===== config.mk =====
export PLATFORM = sky130hd
export DESIGN_NAME = lgrs_front
export DESIGN_NICKNAME = d
export VERILOG_FILES = /design/src/hw/rtl/lgrs_pkg.sv /design/src/hw/rtl/lgrs_front.sv
export SDC_FILE = /design/constraint.sdc
export NUM_CORES = 1
export LEC_CHECK = 0
export BUFFER_PORTS_ARGS = -buffer_cell sky130_fd_sc_hd__buf_2
export CAP_MARGIN = 0
export CORE_ASPECT_RATIO = 1.75
export CORE_MARGIN = 5
export CORE_UTILIZATION = 25
export CTS_CLUSTER_DIAMETER = 30
export DETAILED_ROUTE_END_ITERATION = 16
export GPL_TIMING_DRIVEN = 0
export PLACE_DENSITY_LB_ADDON = 0.05
export SYNTH_ARGS = -nofsm -noshare
export SYNTH_HDL_FRONTEND = slang
export SYNTH_SLANG_ARGS = --single-unit

===== constraint.sdc =====
create_clock -name clk -period 2.87 [get_ports clk]
set_input_delay 0.287 -clock clk [delete_from_list [all_inputs] [get_ports clk]]
set_output_delay 0.287 -clock clk [all_outputs]
set_load 0.02 [all_outputs]

===== src/hw/rtl/lgrs_pkg.sv =====
// Package for the look-ahead gain ramp smoother: sizes, constants, shared types.
// No dependencies.
package lgrs_pkg;
  localparam int MAX_BLOCK_C  = 64;
  localparam int MAX_DELAY_C  = 1024;
  localparam int RING_DEPTH_C = 1088;
  localparam int DELAY_W      = 11;
  localparam int GAIN_W       = 16;
  localparam logic [DELAY_W-1:0] DELAY_RESET = 11'd64;
  localparam logic [0:0] REG_DELAY = 1'b0;

  // block handed from front to back
  typedef struct packed {
    logic [12:0] end_ptr;   // ring position after the newest entry
    logic [6:0]  count;     // samples in block
  } blk_t;
endpackage


===== src/hw/rtl/lgrs_front.sv =====
// Front end: writes samples to the ring port, counts the block, queues finished blocks.
// Uses lgrs_pkg.
module lgrs_front
  import lgrs_pkg::*;
#(
  parameter int MAX_BLOCK  = MAX_BLOCK_C,
  parameter int RING_DEPTH = RING_DEPTH_C
) (
  input  logic        clk,
  input  logic        rst_n,
  input  logic        take,
  input  logic        block_end,
  output logic        wr_en,
  output logic [12:0] wr_addr,
  output logic        q_full,
  output logic        q_valid,
  output blk_t        q_head,
  input  logic        q_pop
);
  logic [12:0] wp_r, wp_nxt;
  logic [6:0] cnt_r, cnt_nxt;
  blk_t q0_r, q1_r;
  logic [1:0] n_r, n_nxt;
  logic fin;
  logic to_head;

  assign wr_en = take;
  assign wr_addr = wp_r;
  assign wp_nxt = (wp_r == 13'(RING_DEPTH - 1)) ? 13'd0 : wp_r + 13'd1;
  assign cnt_nxt = cnt_r + 7'd1;
  assign fin = take && (block_end || cnt_nxt >= 7'(MAX_BLOCK));
  assign to_head = n_r == 2'd0 || (n_r == 2'd1 && q_pop);
  assign q_full = n_r[1];
  assign q_valid = n_r != 2'd0;
  assign q_head = q0_r;
  always_comb begin
    n_nxt = n_r;
    if (fin && !q_pop) n_nxt = n_r + 2'd1;
    else if (!fin && q_pop) n_nxt = n_r - 2'd1;
  end
  always_ff @(posedge clk) begin
    if (!rst_n) begin
      wp_r <= '0; cnt_r <= '0; n_r <= '0;
    end else begin
      n_r <= n_nxt;
      if (take) begin
        wp_r <= wp_nxt;
        cnt_r <= fin ? 7'd0 : cnt_nxt;
      end
    end
    if (fin && to_head) q0_r <= '{end_ptr: wp_nxt, count: cnt_nxt};
    else if (q_pop) q0_r <= q1_r;
    if (fin && !to_head) q1_r <= '{end_ptr: wp_nxt, count: cnt_nxt};
  end
endmodule


==> impl_metrics.yaml <==
run_status:
  outcome: "finished clean"
floorplan:
  start_util_pct: 25.3
  design.core.area_um2: 12400
  die_h_um: 158
  fp-row-count: 54
  ios: 41
  fp.dieW_um: 94.6
  die-area_um2: 15000
grt:
  grt_pass1_wl_um: 11700
  grt_pass1_vias: 2165
  grt_util_all_layers_pct: 10.5
  antenna_found_initial: 0
  grt_max_degree: 14
  grt-ovfl-total: 0
pwr:
  power_frac_clock_pct: 46.7
  swShare_pct: 23.5
  power.switching_w: 0.000580
  power_density_nw_per_um2: 634
  ir_drop_v: 0.000258
  internal_power_w: 0.00189
  p_leak_nw: 1.57
  power_frac_seq_pct: 41.9
  combPwrFrac_pct: 11.3
layout:
  diodes: 0
  layout.nets: 312
  fin_area_um2: 3900
  drive_gt1_share_pct: 33.6
  area_growth_pct: 24.4
placed_design:
  place_ws_ns: 0.268
  dpl.hpwl_um: 5340
  portBuffers: 39
  placed_cell_area_um2: 3580
  place_congestion: 0.740
detailed_routing:
  via_per_inst: 4.35
  routed_wl_um: 7180
  dr.pass1.iters: 4
  final_antenna_net_count: 0
  drtIter0Drc: 56
  route.detailed.drc: 0
  vias: 2067
  drt-wirelength-per-cell_um: 15.1
setup_path:
  arrival_ns: 2.78
  crit_required_ns: 3.09
  crit_path_end_kind: "flip-flop"
  start_kind: "flip-flop"
  cp_max_fo: 5
  crit_type: "flip-flop to flip-flop"
yosys:
  yosysTopAreaCellShare_pct: 38.3
  syn_nets: 260
  synthTopCellsByArea: "edfxtp_1 38%, dfxtp_1 14%, mux2_4 9.6%, xnor2_1 2.8%, xor2_1 2.2%"
  synth-warning-count: 0
  syn_inst: 250
  synth_most_common_cell: "edfxtp_1"
  synth_cell_types: 54
  ys_seq_area_share_pct: 52.4
  synth.avg_cell_area_um2: 12.5
  synth_area_um2: 3130
  ys_async_sr_fraction_pct: 0
  ys_ff_latch: 62
  yosysTopAreaCell: "edfxtp_1"
  synth_commonest_cells: "40 x edfxtp_1, 22 x dfxtp_1, 20 x mux2_4"
  synth_ff_type: "edfxtp_1"
  synth_edf_count: 40
clocking:
  path_clk_slew_ns: 0.06
  clock_path_buffers: 2
  h-tree-depth: 3
  cts-resized-gates: 0
  cts_buffers: 9
  cts_setup_buffers: 0
  clk_latency_ns: 0.33
  cts.sinks: 62
  ctsHoldBuffers: 0
  cts_tree: "yes"
  cts_root_buf: "clkbuf_16"
sta:
  fmax_ghz: 0.391
  fin_crit_ns: 2.56
  slew_headroom_pct: 49.4
  fin_skew_ns: 0.00703
  setup_tns_ns: 0
  hold_violations: 0
  final.period_utilization_pct: 89.1
  tightest_slew_ns: 0.754
  rsz0062_at_grt: "false"
  slew_violations: 0
  setup_ws_ns: 0.312
  setup_viol: 0
flow_run:
  drv_cap: 0
hold_path:
  holdCritPathClass: "primary input to flip-flop"
==> layout make-up <==
type | count | area, um^2
inverter | 7 | 26.3
clock buffer | 10 | 229
tap | 168 | 210
sequential | 62 | 1640
fill | 1255 | 8470
buffer | 18 | 114
multi-input combinational | 163 | 1370
clock inverter | 6 | 86.3
timing repair buffer | 41 | 225
==> kinds of logic (layout without fill, tap and decap cells) <==
| logic type | count (synthesis) | after routing | share of synthesized area (%) |
|---|---|---|---|
| mux | 21 | 21 | 9.90 |
| buf+inv | 25 | 82 | 4.47 |
| simple gates | 81 | 81 | 17.6 |
| xor+xnor | 18 | 18 | 5.03 |
| compound gates | 38 | 38 | 8.59 |
| fa+ha+maj | 5 | 5 | 2.00 |
| flops | 62 | 62 | 52.4 |
==> layout by cell type (no fill, tap or decap), types with 3 or more instances in the layout <==
cell type  count
xor2_1         8
edfxtp_1      40
buf_4          3
nor2b_1        3
and3_1         5
a21boi_0       5
xnor2_1       10
mux2_4        20
o21a_1         4
o22ai_1        3
inv_1          7
nor3_1         4
buf_6          4
clkbuf_16      9
nor2_1         6
nand3_1       11
a21oi_1        3
buf_2         43
and2_1         6
o21ai_0        6
ha_1           5
nand2_1       18
dfxtp_1       22
nand4_1        4
clkbuf_1       8
==> worst paths after layout <==
check / start / cells past startpoint / slack, ns / end
hold reg to reg: cnt_r[0] / 2 / 0.54 / cnt_r[0]
hold / removal: block_end / 4 / 0.35 / cnt_r[2]
setup / recovery: cnt_r[0] / 9 / 0.31 / n_r[1]
setup reg to reg: cnt_r[0] / 9 / 0.31 / n_r[1]
==> metrics by stage <==
step | total power [W] | hold slack, ns | std cells | util, %
after global routing | 0.00257 | 0.389 | 475 | 31.5
after global placement | 0.00133 | 0.522 | 457 | 28.7
final | 0.00247 | 0.350 | 475 | 31.5
after floorplan | 0.00125 | 0.493 | 250 | -
after detailed placement | 0.00134 | 0.530 | 459 | 29.0
after CTS | 0.00251 | 0.344 | 475 | 31.5
==> critical path: stages (launching register included) <==
cell	delay (ns)
dfxtp_1	0.40
ha_1	0.33
nand3_4	0.14
o21a_1	0.22
nor3_1	0.62
nor2_1	0.09
ha_1	0.35
nand2_1	0.08
o21ai_0	0.06
and2_1	0.16
==> power groups by stage <==
| stage | clock network [W] | registers, W | logic [W] |
|---|---|---|---|
| 3_3_place_gp | 0 | 0.00106 | 0.000273 |
| 6_report | 0.00115 | 0.00104 | 0.000280 |
| 5_1_grt | 0.00122 | 0.00104 | 0.000305 |
| 4_1_cts | 0.00119 | 0.00104 | 0.000288 |
| 3_5_place_dp | 0 | 0.00106 | 0.000286 |
| 2_1_floorplan | 0 | 0.00110 | 0.000146 |
==> metal layers <==
layer  wire [um]  up-vias  GRT usage [%]
li1            -     1038              -
met1        3190      967           12.4
met3         310       14           2.66
met4         218        0           5.51
met5           0        -              0
met2        3460       48           17.3
==> registers in the layout, summed over array words and instances, names as in the netlist <==
register	cells
cnt_r	7
n_r	2
q1_r	20
q_head	20
wr_addr	13
Power figures use the tool's default switching activity.
